--- src/rtl/core/bpm_pkg.sv ---
// ----------------------------------------------------------------------------
// bpm_pkg
// Field types, fixed-point constants and datapath widths of the balance
// PID core with motor mixer.
// ----------------------------------------------------------------------------
`timescale 1ns / 1ps
`default_nettype none

package bpm_pkg;

   // Word field widths
   localparam int PITCH_W    = 16;
   localparam int CMD_W      = 16;
   localparam int KNOB_W     = 12;
   localparam int DRIVE_W    = 19;

   typedef logic signed [PITCH_W-1:0] angle_type;
   typedef logic signed [CMD_W-1:0]   cmd_type;
   typedef logic        [KNOB_W-1:0]  knob_type;
   typedef logic signed [DRIVE_W-1:0] drive_type;

   // Shared multiplier operand and product widths
   localparam int MUL_A_W    = 18;
   localparam int MUL_B_W    = 24;
   localparam int PROD_W     = MUL_A_W + MUL_B_W;

   // Error, gain and integral formats
   localparam int ERR_W      = 17;
   localparam int GAIN_W     = 23;
   localparam int GSUM_W     = 25;
   localparam int INT_FRAC   = 14;

   // Set point scale: 0.314159265 / 1400 in Q.32
   localparam logic signed [MUL_B_W-1:0] SETPOINT_K32 = 24'sd963788;

   // Knob slopes in Q.8
   localparam logic signed [MUL_B_W-1:0] P_SLOPE = 24'sd1510;
   localparam logic signed [MUL_B_W-1:0] I_SLOPE = 24'sd69;
   localparam logic signed [MUL_B_W-1:0] D_SLOPE = 24'sd2010;

   // Gain base values in Q.8
   localparam logic signed [GSUM_W-1:0] P_BASE_Q8 = 25'sd3072000;
   localparam logic signed [GSUM_W-1:0] I_BASE_Q8 = 25'sd128000;
   localparam logic signed [GSUM_W-1:0] D_BASE_Q8 = 25'sd4096000;

   localparam logic [KNOB_W:0] KNOB_CENTRE = 13'd2048;

   // Error saturation limits
   localparam logic signed [ERR_W-1:0] ERR_MAX = 17'sh0FFFF;
   localparam logic signed [ERR_W-1:0] ERR_MIN = 17'sh10000;

   // Drive saturation limits, and the one code never produced
   localparam drive_type DRIVE_MAX  = 19'sh3FFFF;
   localparam drive_type DRIVE_MIN  = 19'sh40001;
   localparam drive_type DRIVE_RAIL = 19'sh40000;

endpackage

`default_nettype wire

--- src/rtl/core/bpm_req_if.sv ---
// ----------------------------------------------------------------------------
// bpm_req_if
// Sample channel: pitch, remote commands and gain knobs, valid/ready.
// ----------------------------------------------------------------------------
`timescale 1ns / 1ps
`default_nettype none

interface bpm_req_if;
   import bpm_pkg::*;

   logic      valid;
   logic      ready;
   angle_type pitch_angle;
   cmd_type   throttle;
   cmd_type   steering;
   knob_type  knob_p;
   knob_type  knob_i;
   knob_type  knob_d;

   modport source (
      output valid, pitch_angle, throttle, steering, knob_p, knob_i, knob_d,
      input  ready
   );

   modport sink (
      input  valid, pitch_angle, throttle, steering, knob_p, knob_i, knob_d,
      output ready
   );
endinterface

`default_nettype wire

--- src/rtl/core/bpm_rsp_if.sv ---
// ----------------------------------------------------------------------------
// bpm_rsp_if
// Result channel: two motor drives and the tilt cutoff flag, valid/ready.
// ----------------------------------------------------------------------------
`timescale 1ns / 1ps
`default_nettype none

interface bpm_rsp_if;
   import bpm_pkg::*;

   logic      valid;
   logic      ready;
   drive_type motor_a_drive;
   drive_type motor_b_drive;
   logic      tilt_cutoff;

   modport source (
      output valid, motor_a_drive, motor_b_drive, tilt_cutoff,
      input  ready
   );

   modport sink (
      input  valid, motor_a_drive, motor_b_drive, tilt_cutoff,
      output ready
   );
endinterface

`default_nettype wire

--- src/rtl/core/balance_pid_motor_mixer_core.sv ---
// ----------------------------------------------------------------------------
// balance_pid_motor_mixer_core
// PID balance loop on the pitch angle with integral clamp, knob-set gains,
// steering mix into two saturated motor drives and a tilt cutoff.
// ----------------------------------------------------------------------------
//
//   channel   dir   handshake         word
//   -------   ---   ---------------   --------------------------------------
//   req_chan  in    valid/ready       pitch, throttle, steering, 3 knobs
//   rsp_chan  out   valid/ready       motor A drive, motor B drive, cutoff
//
// A word passes from acceptance to a loaded result through ten steps
// of a sequencer that drives one shared 18x24 multiplier and the adders
// around it. The next word is accepted once the result has been loaded,
// so the core never takes a new word before it is through with the last.
// A result waiting in the output register does not block a new word; only
// the final load step waits for the output register to free up.
// Reset is synchronous and clears the sequencer, the integral and the
// stored previous error.
// ----------------------------------------------------------------------------
`timescale 1ns / 1ps
`default_nettype none

module balance_pid_motor_mixer_core #(
   parameter int ANGLE_FRAC_BITS = 14,
   parameter int INTEGRAL_LIMIT  = 1000
) (
   input  logic   clock,
   input  logic   reset,
   bpm_req_if.sink   req_chan,
   bpm_rsp_if.source rsp_chan
);
   import bpm_pkg::*;

   // Derived shifts and widths
   localparam int SP_SHIFT  = 32 - ANGLE_FRAC_BITS;
   localparam int INT_SHIFT = ANGLE_FRAC_BITS + 8 - INT_FRAC;
   localparam int M_SHIFT   = ANGLE_FRAC_BITS + 8;
   localparam longint LIM_Q = longint'(INTEGRAL_LIMIT) * (longint'(1) << INT_FRAC);
   localparam int INT_W     = $clog2(LIM_Q + 1) + 1;
   localparam int ISUM_W    = PROD_W + 1;
   localparam int ERRW_W    = PROD_W + 1;
   localparam int ACC_W     = (((INT_W + INT_SHIFT) > PROD_W) ?
                               (INT_W + INT_SHIFT) : PROD_W) + 2;
   localparam int MIX_W     = ACC_W + 1;
   localparam int CMP_W     = (((ANGLE_FRAC_BITS + 4) > 20) ?
                               (ANGLE_FRAC_BITS + 4) : 20) + 1;

   localparam logic signed [ISUM_W-1:0] LIM_HI  = ISUM_W'(LIM_Q);
   localparam logic signed [ISUM_W-1:0] LIM_LO  = -LIM_HI;
   localparam logic signed [PROD_W-1:0] SP_HALF =
      PROD_W'(longint'(1) << (SP_SHIFT - 1));
   localparam logic signed [PROD_W-1:0] INT_HALF =
      PROD_W'(longint'(1) << (INT_SHIFT - 1));
   localparam logic signed [ACC_W-1:0]  M_BIAS =
      ACC_W'((longint'(1) << M_SHIFT) - 1);
   localparam logic signed [ACC_W-1:0]  ACC_ZERO = '0;
   localparam logic signed [CMP_W-1:0]  THRESH_HI = CMP_W'(longint'(7) << ANGLE_FRAC_BITS);
   localparam logic signed [CMP_W-1:0]  THRESH_LO = -THRESH_HI;

   // Sequencer codes
   localparam logic [3:0] ST_IDLE = 4'd0;
   localparam logic [3:0] ST_SP   = 4'd1;
   localparam logic [3:0] ST_GP   = 4'd2;
   localparam logic [3:0] ST_GI   = 4'd3;
   localparam logic [3:0] ST_GD   = 4'd4;
   localparam logic [3:0] ST_P    = 4'd5;
   localparam logic [3:0] ST_I    = 4'd6;
   localparam logic [3:0] ST_D    = 4'd7;
   localparam logic [3:0] ST_SUM  = 4'd8;
   localparam logic [3:0] ST_MIX  = 4'd9;
   localparam logic [3:0] ST_OUT  = 4'd10;

   function automatic logic signed [KNOB_W:0] knob_offset(input knob_type k);
      return $signed({1'b0, k} - KNOB_CENTRE);
   endfunction

   // Control state
   logic [3:0]              state_ff, state_in;
   logic                    rsp_valid_ff, rsp_valid_in;
   logic signed [INT_W-1:0] integ_ff, integ_in;
   logic signed [ERR_W-1:0] last_err_ff, last_err_in;

   // Payload registers
   angle_type               pitch_ff, pitch_in;
   cmd_type                 thr_ff, thr_in;
   cmd_type                 steer_ff, steer_in;
   knob_type                knob_p_ff, knob_p_in;
   knob_type                knob_i_ff, knob_i_in;
   knob_type                knob_d_ff, knob_d_in;
   logic                    cut_ff, cut_in;
   logic signed [ERR_W-1:0] err_ff, err_in;
   logic [GAIN_W-1:0]       gain_p_ff, gain_p_in;
   logic [GAIN_W-1:0]       gain_i_ff, gain_i_in;
   logic [GAIN_W-1:0]       gain_d_ff, gain_d_in;
   logic signed [PROD_W-1:0] prod_ff, prod_in;
   logic signed [ACC_W-1:0] acc_ff, acc_in;
   drive_type               drive_a_ff, drive_a_in;
   drive_type               drive_b_ff, drive_b_in;
   logic                    rsp_cut_ff, rsp_cut_in;

   // Datapath nets
   logic                     req_take;
   logic                     out_load;
   logic signed [MUL_A_W-1:0] mul_a;
   logic signed [MUL_B_W-1:0] mul_b;
   logic signed [GSUM_W-1:0] base_sel;
   logic signed [GSUM_W-1:0] gain_sum;
   logic [GAIN_W-1:0]        gain_val;
   logic signed [PROD_W-1:0] sp_rnd, sp_val;
   logic signed [ERRW_W-1:0] err_wide;
   logic signed [ERR_W-1:0]  err_sat;
   logic signed [PROD_W-1:0] istep_rnd, istep;
   logic signed [ISUM_W-1:0] isum;
   logic signed [INT_W-1:0]  isum_sat;
   logic signed [ACC_W-1:0]  acc_total;
   logic signed [ACC_W-1:0]  acc_rnd, m_val;
   logic signed [CMP_W-1:0]  ten_pitch;
   logic                     cut_val;
   logic signed [MIX_W-1:0]  sum_a, sum_b, rnd_a, rnd_b, half_a, half_b;
   drive_type                sat_a, sat_b;

   assign req_take       = req_chan.valid && req_chan.ready;
   assign req_chan.ready = (state_ff == ST_IDLE);
   assign out_load       = (state_ff == ST_OUT) && (!rsp_valid_ff || rsp_chan.ready);

   // Select shared multiplier operands and gain base for each step
   always_comb begin
      mul_a    = '0;
      mul_b    = '0;
      base_sel = P_BASE_Q8;
      case (state_ff)
         ST_SP: begin
            mul_a = MUL_A_W'(thr_ff);
            mul_b = SETPOINT_K32;
         end
         ST_GP: begin
            mul_a = MUL_A_W'(knob_offset(knob_p_ff));
            mul_b = P_SLOPE;
         end
         ST_GI: begin
            mul_a    = MUL_A_W'(knob_offset(knob_i_ff));
            mul_b    = I_SLOPE;
            base_sel = P_BASE_Q8;
         end
         ST_GD: begin
            mul_a    = MUL_A_W'(knob_offset(knob_d_ff));
            mul_b    = D_SLOPE;
            base_sel = I_BASE_Q8;
         end
         ST_P: begin
            mul_a    = MUL_A_W'(err_ff);
            mul_b    = $signed({1'b0, gain_p_ff});
            base_sel = D_BASE_Q8;
         end
         ST_I: begin
            mul_a = MUL_A_W'(err_ff);
            mul_b = $signed({1'b0, gain_i_ff});
         end
         ST_D: begin
            mul_a = MUL_A_W'(err_ff) - MUL_A_W'(last_err_ff);
            mul_b = $signed({1'b0, gain_d_ff});
         end
         default: begin
            mul_a = '0;
            mul_b = '0;
         end
      endcase
   end

   // Shared multiplier, product registered every cycle
   assign prod_in = mul_a * mul_b;

   // Gain from knob product: add base, floor at zero
   assign gain_sum = base_sel + $signed(prod_ff[GSUM_W-1:0]);
   assign gain_val = gain_sum[GSUM_W-1] ? '0 : gain_sum[GAIN_W-1:0];

   // Set point with round half up, error saturated to 17 bits
   always_comb begin
      sp_rnd   = prod_ff + SP_HALF;
      sp_val   = sp_rnd >>> SP_SHIFT;
      err_wide = ERRW_W'(pitch_ff) - ERRW_W'(sp_val);
      if (err_wide > ERRW_W'(ERR_MAX)) begin
         err_sat = ERR_MAX;
      end else if (err_wide < ERRW_W'(ERR_MIN)) begin
         err_sat = ERR_MIN;
      end else begin
         err_sat = err_wide[ERR_W-1:0];
      end
   end

   // Integral step rounded to Q.14, accumulate and clamp
   always_comb begin
      istep_rnd = prod_ff + INT_HALF;
      istep     = istep_rnd >>> INT_SHIFT;
      isum      = ISUM_W'(integ_ff) + ISUM_W'(istep);
      if (isum > LIM_HI) begin
         isum_sat = INT_W'(LIM_HI);
      end else if (isum < LIM_LO) begin
         isum_sat = INT_W'(LIM_LO);
      end else begin
         isum_sat = isum[INT_W-1:0];
      end
   end

   // Sum of terms, then truncate toward zero to the integer drive
   always_comb begin
      acc_total = acc_ff + (ACC_W'(integ_ff) <<< INT_SHIFT) + ACC_W'(prod_ff);
      acc_rnd   = acc_ff + (acc_ff[ACC_W-1] ? M_BIAS : ACC_ZERO);
      m_val     = acc_rnd >>> M_SHIFT;
   end

   // Tilt cutoff: compare ten times pitch against seven in Q.F
   always_comb begin
      ten_pitch = (CMP_W'(pitch_ff) <<< 3) + (CMP_W'(pitch_ff) <<< 1);
      cut_val   = (ten_pitch > THRESH_HI) || (ten_pitch < THRESH_LO);
   end

   // Steering mix, halve toward zero, saturate
   always_comb begin
      sum_a  = (MIX_W'(acc_ff) <<< 1) + MIX_W'(steer_ff);
      sum_b  = (MIX_W'(acc_ff) <<< 1) - MIX_W'(steer_ff);
      rnd_a  = sum_a + $signed(MIX_W'(sum_a[MIX_W-1]));
      rnd_b  = sum_b + $signed(MIX_W'(sum_b[MIX_W-1]));
      half_a = rnd_a >>> 1;
      half_b = rnd_b >>> 1;
      if (half_a > MIX_W'(DRIVE_MAX)) begin
         sat_a = DRIVE_MAX;
      end else if (half_a < MIX_W'(DRIVE_MIN)) begin
         sat_a = DRIVE_MIN;
      end else begin
         sat_a = half_a[DRIVE_W-1:0];
      end
      if (half_b > MIX_W'(DRIVE_MAX)) begin
         sat_b = DRIVE_MAX;
      end else if (half_b < MIX_W'(DRIVE_MIN)) begin
         sat_b = DRIVE_MIN;
      end else begin
         sat_b = half_b[DRIVE_W-1:0];
      end
   end

   // Sequencer and per-step register updates
   always_comb begin
      state_in     = state_ff;
      rsp_valid_in = rsp_valid_ff;
      integ_in     = integ_ff;
      last_err_in  = last_err_ff;
      pitch_in     = pitch_ff;
      thr_in       = thr_ff;
      steer_in     = steer_ff;
      knob_p_in    = knob_p_ff;
      knob_i_in    = knob_i_ff;
      knob_d_in    = knob_d_ff;
      cut_in       = cut_ff;
      err_in       = err_ff;
      gain_p_in    = gain_p_ff;
      gain_i_in    = gain_i_ff;
      gain_d_in    = gain_d_ff;
      acc_in       = acc_ff;
      drive_a_in   = drive_a_ff;
      drive_b_in   = drive_b_ff;
      rsp_cut_in   = rsp_cut_ff;

      // drop the shown result once taken
      if (rsp_valid_ff && rsp_chan.ready) begin
         rsp_valid_in = 1'b0;
      end

      case (state_ff)
         ST_IDLE: begin
            if (req_take) begin
               pitch_in  = req_chan.pitch_angle;
               thr_in    = req_chan.throttle;
               steer_in  = req_chan.steering;
               knob_p_in = req_chan.knob_p;
               knob_i_in = req_chan.knob_i;
               knob_d_in = req_chan.knob_d;
               state_in  = ST_SP;
            end
         end
         ST_SP: begin
            cut_in   = cut_val;
            state_in = ST_GP;
         end
         ST_GP: begin
            err_in   = err_sat;
            state_in = ST_GI;
         end
         ST_GI: begin
            gain_p_in = gain_val;
            state_in  = ST_GD;
         end
         ST_GD: begin
            gain_i_in = gain_val;
            state_in  = ST_P;
         end
         ST_P: begin
            gain_d_in = gain_val;
            state_in  = ST_I;
         end
         ST_I: begin
            acc_in   = ACC_W'(prod_ff);
            state_in = ST_D;
         end
         ST_D: begin
            integ_in    = isum_sat;
            last_err_in = err_ff;
            state_in    = ST_SUM;
         end
         ST_SUM: begin
            acc_in   = acc_total;
            state_in = ST_MIX;
         end
         ST_MIX: begin
            acc_in   = m_val;
            state_in = ST_OUT;
         end
         ST_OUT: begin
            // hold here until the output register frees up
            if (out_load) begin
               drive_a_in   = cut_ff ? '0 : sat_a;
               drive_b_in   = cut_ff ? '0 : sat_b;
               rsp_cut_in   = cut_ff;
               rsp_valid_in = 1'b1;
               state_in     = ST_IDLE;
            end
         end
         default: begin
            state_in = ST_IDLE;
         end
      endcase
   end

   // Control registers
   always_ff @(posedge clock) begin
      if (reset) begin
         state_ff     <= ST_IDLE;
         rsp_valid_ff <= 1'b0;
         integ_ff     <= '0;
         last_err_ff  <= '0;
      end else begin
         state_ff     <= state_in;
         rsp_valid_ff <= rsp_valid_in;
         integ_ff     <= integ_in;
         last_err_ff  <= last_err_in;
      end
   end

   // Payload registers
   always_ff @(posedge clock) begin
      pitch_ff   <= pitch_in;
      thr_ff     <= thr_in;
      steer_ff   <= steer_in;
      knob_p_ff  <= knob_p_in;
      knob_i_ff  <= knob_i_in;
      knob_d_ff  <= knob_d_in;
      cut_ff     <= cut_in;
      err_ff     <= err_in;
      gain_p_ff  <= gain_p_in;
      gain_i_ff  <= gain_i_in;
      gain_d_ff  <= gain_d_in;
      prod_ff    <= prod_in;
      acc_ff     <= acc_in;
      drive_a_ff <= drive_a_in;
      drive_b_ff <= drive_b_in;
      rsp_cut_ff <= rsp_cut_in;
   end

   assign rsp_chan.valid         = rsp_valid_ff;
   assign rsp_chan.motor_a_drive = drive_a_ff;
   assign rsp_chan.motor_b_drive = drive_b_ff;
   assign rsp_chan.tilt_cutoff   = rsp_cut_ff;

endmodule

`default_nettype wire

--- src/flat_wrapper.sv ---
// flat-port wrapper written by rule: the top's interface ports become plain ports
module balance_pid_motor_mixer_core_flat import bpm_pkg::*;
#(
   parameter int ANGLE_FRAC_BITS = 14,
   parameter int INTEGRAL_LIMIT  = 1000
)
  (clock, reset, req_chan_valid, req_chan_pitch_angle, req_chan_throttle, req_chan_steering, req_chan_knob_p, req_chan_knob_i, req_chan_knob_d, req_chan_ready, rsp_chan_valid, rsp_chan_motor_a_drive, rsp_chan_motor_b_drive, rsp_chan_tilt_cutoff, rsp_chan_ready);
  bpm_req_if req_chan_i ();
  bpm_rsp_if rsp_chan_i ();
  input  logic clock;
  input  logic reset;
  input wire logic [$bits(req_chan_i.valid)-1:0] req_chan_valid;
  input wire logic [$bits(req_chan_i.pitch_angle)-1:0] req_chan_pitch_angle;
  input wire logic [$bits(req_chan_i.throttle)-1:0] req_chan_throttle;
  input wire logic [$bits(req_chan_i.steering)-1:0] req_chan_steering;
  input wire logic [$bits(req_chan_i.knob_p)-1:0] req_chan_knob_p;
  input wire logic [$bits(req_chan_i.knob_i)-1:0] req_chan_knob_i;
  input wire logic [$bits(req_chan_i.knob_d)-1:0] req_chan_knob_d;
  output wire logic [$bits(req_chan_i.ready)-1:0] req_chan_ready;
  output wire logic [$bits(rsp_chan_i.valid)-1:0] rsp_chan_valid;
  output wire logic [$bits(rsp_chan_i.motor_a_drive)-1:0] rsp_chan_motor_a_drive;
  output wire logic [$bits(rsp_chan_i.motor_b_drive)-1:0] rsp_chan_motor_b_drive;
  output wire logic [$bits(rsp_chan_i.tilt_cutoff)-1:0] rsp_chan_tilt_cutoff;
  input wire logic [$bits(rsp_chan_i.ready)-1:0] rsp_chan_ready;
  assign req_chan_i.valid = req_chan_valid;
  assign req_chan_i.pitch_angle = req_chan_pitch_angle;
  assign req_chan_i.throttle = req_chan_throttle;
  assign req_chan_i.steering = req_chan_steering;
  assign req_chan_i.knob_p = req_chan_knob_p;
  assign req_chan_i.knob_i = req_chan_knob_i;
  assign req_chan_i.knob_d = req_chan_knob_d;
  assign req_chan_ready = req_chan_i.ready;
  assign rsp_chan_valid = rsp_chan_i.valid;
  assign rsp_chan_motor_a_drive = rsp_chan_i.motor_a_drive;
  assign rsp_chan_motor_b_drive = rsp_chan_i.motor_b_drive;
  assign rsp_chan_tilt_cutoff = rsp_chan_i.tilt_cutoff;
  assign rsp_chan_i.ready = rsp_chan_ready;
  balance_pid_motor_mixer_core #(.ANGLE_FRAC_BITS(ANGLE_FRAC_BITS), .INTEGRAL_LIMIT(INTEGRAL_LIMIT)) u_core (.clock(clock), .reset(reset), .req_chan(req_chan_i), .rsp_chan(rsp_chan_i));
endmodule
--- config.mk ---
export PLATFORM = sky130hd
export DESIGN_NAME = balance_pid_motor_mixer_core_flat
export DESIGN_NICKNAME = d
export VERILOG_FILES = /design/src/rtl/core/bpm_pkg.sv /design/src/rtl/core/bpm_req_if.sv /design/src/rtl/core/bpm_rsp_if.sv /design/src/rtl/core/balance_pid_motor_mixer_core.sv /design/src/flat_wrapper.sv
export SDC_FILE = /design/constraint.sdc
export NUM_CORES = 2
export LEC_CHECK = 0
export ABC_AREA = 1
export BUFFER_PORTS_ARGS = -buffer_cell sky130_fd_sc_hd__buf_2
export CORE_MARGIN = 2
export CORE_UTILIZATION = 52
export DETAILED_ROUTE_END_ITERATION = 7
export GPL_ROUTABILITY_DRIVEN = 0
export PLACE_DENSITY = 0.75
export SETUP_SLACK_MARGIN = 0.15
export SLEW_MARGIN = 15
export SYNTH_ARGS = -nofsm -noshare
export SYNTH_HDL_FRONTEND = slang
export SYNTH_SLANG_ARGS = --single-unit
--- constraint.sdc ---
create_clock -name clock -period 11.1 [get_ports clock]
set_input_delay 1.665 -clock clock [delete_from_list [all_inputs] [get_ports clock]]
set_output_delay 1.665 -clock clock [all_outputs]
set_load 0.01 [all_outputs]
==> impl_metrics.yaml <==
synth:
  yosys_register_bits: 343
  synth_edf_count: 254
  ys.flop_type: "edfxtp_1"
  synth_area_um2: 48200
  synth_cell_types: 68
  netlist_instances: 6882
  synthArstFlopShare_pct: 0
  ys_seq_area_share_pct: 19.5
  avgSynthCellArea_um2: 7.01
  yosys_warnings: 0
  synth_nets: 7753
pwr:
  p_int_uw: 3990
  comb_power_share_pct: 59.8
  ir_drop_v: 0.000148
  power_leakage_uw: 0.0252
  powerDensity_nw_per_um2: 157
  clock_power_share_pct: 17.0
  p_sw_uw: 4100
  seqPwrFrac_pct: 23.3
  p_sw_share_pct: 50.7
floorplanning:
  core_area_um2: 91800
  placementRows: 111
  fp.dieH_um: 309
  start_util_pct: 52.5
  io_pins: 129
  die_x_um: 309
  die_area_um2: 95200
critical_path:
  crit_path_end_kind: "flip-flop"
  critPathSlowestCell: "inv_1"
  path_depth: 39
  path_buf_inv: 5
  crit_top_cell: "nand2_1"
  required_ns: 11.57
  critPathKind: "flip-flop to flip-flop"
  arrival_ns: 9.96
  cpPeakStageDelay_ns: 0.59
  path_delay_family: "adder cells"
  worstSetupStartpointType: "flip-flop"
  r2r_cells: 39
  path_max_fanout: 14
global_routing:
  grt_max_degree: 69
  grt_usage_pct: 33.4
  grt_overflow: 0
  grt_pass1_vias: 44900
  grt_first_pass_wirelength_mm: 246
  antenna_found_initial: 1
placement:
  port_buffers: 128
  postPlaceCellArea_um2: 50100
  place_hpwl_mm: 128
layout:
  syn_to_final_growth_pct: 6.56
  drive_gt1_share_pct: 7.44
  stdcell_area_um2: 51400
  final_common_cell: "nand2_1"
  n_fill_cell: 8757
  nNetsFinal: 7813
  mostFrequentLayoutCells: "nand2_1, inv_1, nor2_1"
route:
  vias: 47100
  antenna_left: 0
  wl_mm: 160
  drt_iter0_drc: 5410
  drc_errors: 2
  viasPerCell: 5.74
  wl_per_cell_um: 19.4
  drt-pass1-iter-count: 8
sta:
  fin_crit_ns: 9.50
  skew_ns: 0.0260
  whs_ns: 0.461
  fmax_mhz: 105
  rsz0062_at_grt: "false"
  fin_crit_sh_pct: 85.6
  slew_viol_final: 0
  setup_viol: 0
  tns_ns: 0
  slew_headroom_pct: 12.6
  worst-slew-pin-transition_ns: 1.30
  hold_viol_final: 0
clocking:
  numCtsBuffers: 40
  clkTransAtPathRegs_ns: 0.06
  hold_buffers: 0
  cts_tree: "yes"
  insertion_delay_ns: 0.60
  cts_resized: 0
  post-cts-setup-buffer-count: 0
  h-tree-depth: 2
  clock_path_buffers: 3
  cts.sinks: 343
  cts-root-buf: "clkbuf_16"
outcome:
  status: "complete, but fails checks"
  violations: "design-rule violations"
min_path:
  hold_path_class: "flip-flop to flip-flop"
  hold_path_depth: 2
job:
  cap_violations: 0
sequential cells by signal, indices dropped and copies added (netlist names), 16 cells and up:
signal,flops
u_core.gain_p_ff,23
u_core.rsp_chan.motor_a_drive,19
u_core.steer_ff,16
u_core.last_err_ff,17
u_core.gain_i_ff,23
u_core.integ_ff,25
u_core.pitch_ff,16
u_core.acc_ff,44
u_core.gain_d_ff,23
u_core.thr_ff,16
u_core.rsp_chan.motor_b_drive,19
u_core.err_ff,17
u_core.prod_ff,42
power groups by stage:
stage / clock network [uW] / logic [uW] / registers (uW)
6_report: 1370 / 4840 / 1880
2_1_floorplan: 0 / 3490 / 1740
3_3_place_gp: 0 / 4600 / 1890
4_1_cts: 1390 / 4720 / 1870
5_1_grt: 1430 / 5380 / 1880
3_5_place_dp: 0 / 4690 / 1890
synth_stat cells, types with 14 or more instances:
| master | n | area, um^2 |
|---|---|---|
| nor4_1 | 22 | 138 |
| o21ai_0 | 211 | 1060 |
| xnor2_1 | 54 | 473 |
| xor2_1 | 119 | 1040 |
| a21boi_0 | 14 | 105 |
| fa_1 | 378 | 7570 |
| inv_1 | 1135 | 4260 |
| nand2_1 | 1877 | 7050 |
| a22o_1 | 24 | 210 |
| or2_2 | 23 | 144 |
| clkbuf_1 | 97 | 364 |
| ha_1 | 405 | 5070 |
| nor3_1 | 82 | 410 |
| a21oi_2 | 34 | 298 |
| nor2_2 | 54 | 338 |
| edfxtp_1 | 254 | 7630 |
| a21oi_1 | 410 | 2050 |
| nor2_4 | 21 | 236 |
| dfxtp_1 | 89 | 1780 |
| inv_2 | 35 | 131 |
| nor2_1 | 702 | 2640 |
| a31oi_1 | 17 | 106 |
| o21bai_1 | 28 | 210 |
| nand4_1 | 102 | 638 |
| nand3_1 | 340 | 1700 |
| nand2_2 | 76 | 475 |
| o21ai_1 | 17 | 85.1 |
| buf_2 | 24 | 120 |
| o211ai_1 | 33 | 248 |
| a21o_1 | 29 | 218 |
area by class of cell:
type | instances | area [um^2] | area share (%)
antenna | 1 | 2.50 | 0.00487
sequential | 343 | 9410 | 18.3
tap | 1243 | 1560 | 3.03
timing repair buffer | 171 | 963 | 1.87
multi-input combinational | 5205 | 33700 | 65.6
inverter | 1181 | 4430 | 8.62
clock buffer | 50 | 1060 | 2.06
clock inverter | 23 | 282 | 0.548
cell families after synthesis:
logic type	Yosys count	share of synthesized area, %
xor gates and xnor gates	173	3.14
DFF	343	19.5
and+or+nand+nor	3355	29.5
adders and majority gates	783	26.2
AOI/OAI and AO/OA	885	10.7
muxes	9	0.192
buffers and inverters	1334	10.8
path summary, 6_finish.rpt:
check | to | from | slack (ns)
worst max-delay path | u_core.prod_ff[41] | u_core.err_ff[8] | 1.60
worst min-delay path | u_core.last_err_ff[14] | u_core.last_err_ff[14] | 0.46
worst max register to register | u_core.prod_ff[41] | u_core.err_ff[8] | 1.60
worst min register to register | u_core.last_err_ff[14] | u_core.last_err_ff[14] | 0.46
stage by stage:
step                std cells  worst slack (ns)  power (uW)  utilization [%]
floorplan                6882              2.87        5230                -
global placement         8143              1.94        6490             54.5
detailed placement       8143              1.83        6580             54.5
CTS                      8216              1.78        7980             56.0
global route             8216             0.862        8690             56.0
finish                   8217              1.60        8090             56.0
worst min-delay path, stage by stage (launching register included):
cell,delay [ns]
dfxtp_1,0.30
inv_1,0.06
a21oi_1,0.06
layer usage:
metal  global-route usage (%)  share of wire, %  vias up
met4                     22.0               8.0        0
met5                        0                 0        -
li1                         -                 -    22000
met1                     41.2                37    21800
met2                     52.8                44     2648
met3                     7.19                11      668
(Power assumes the default switching activity.)
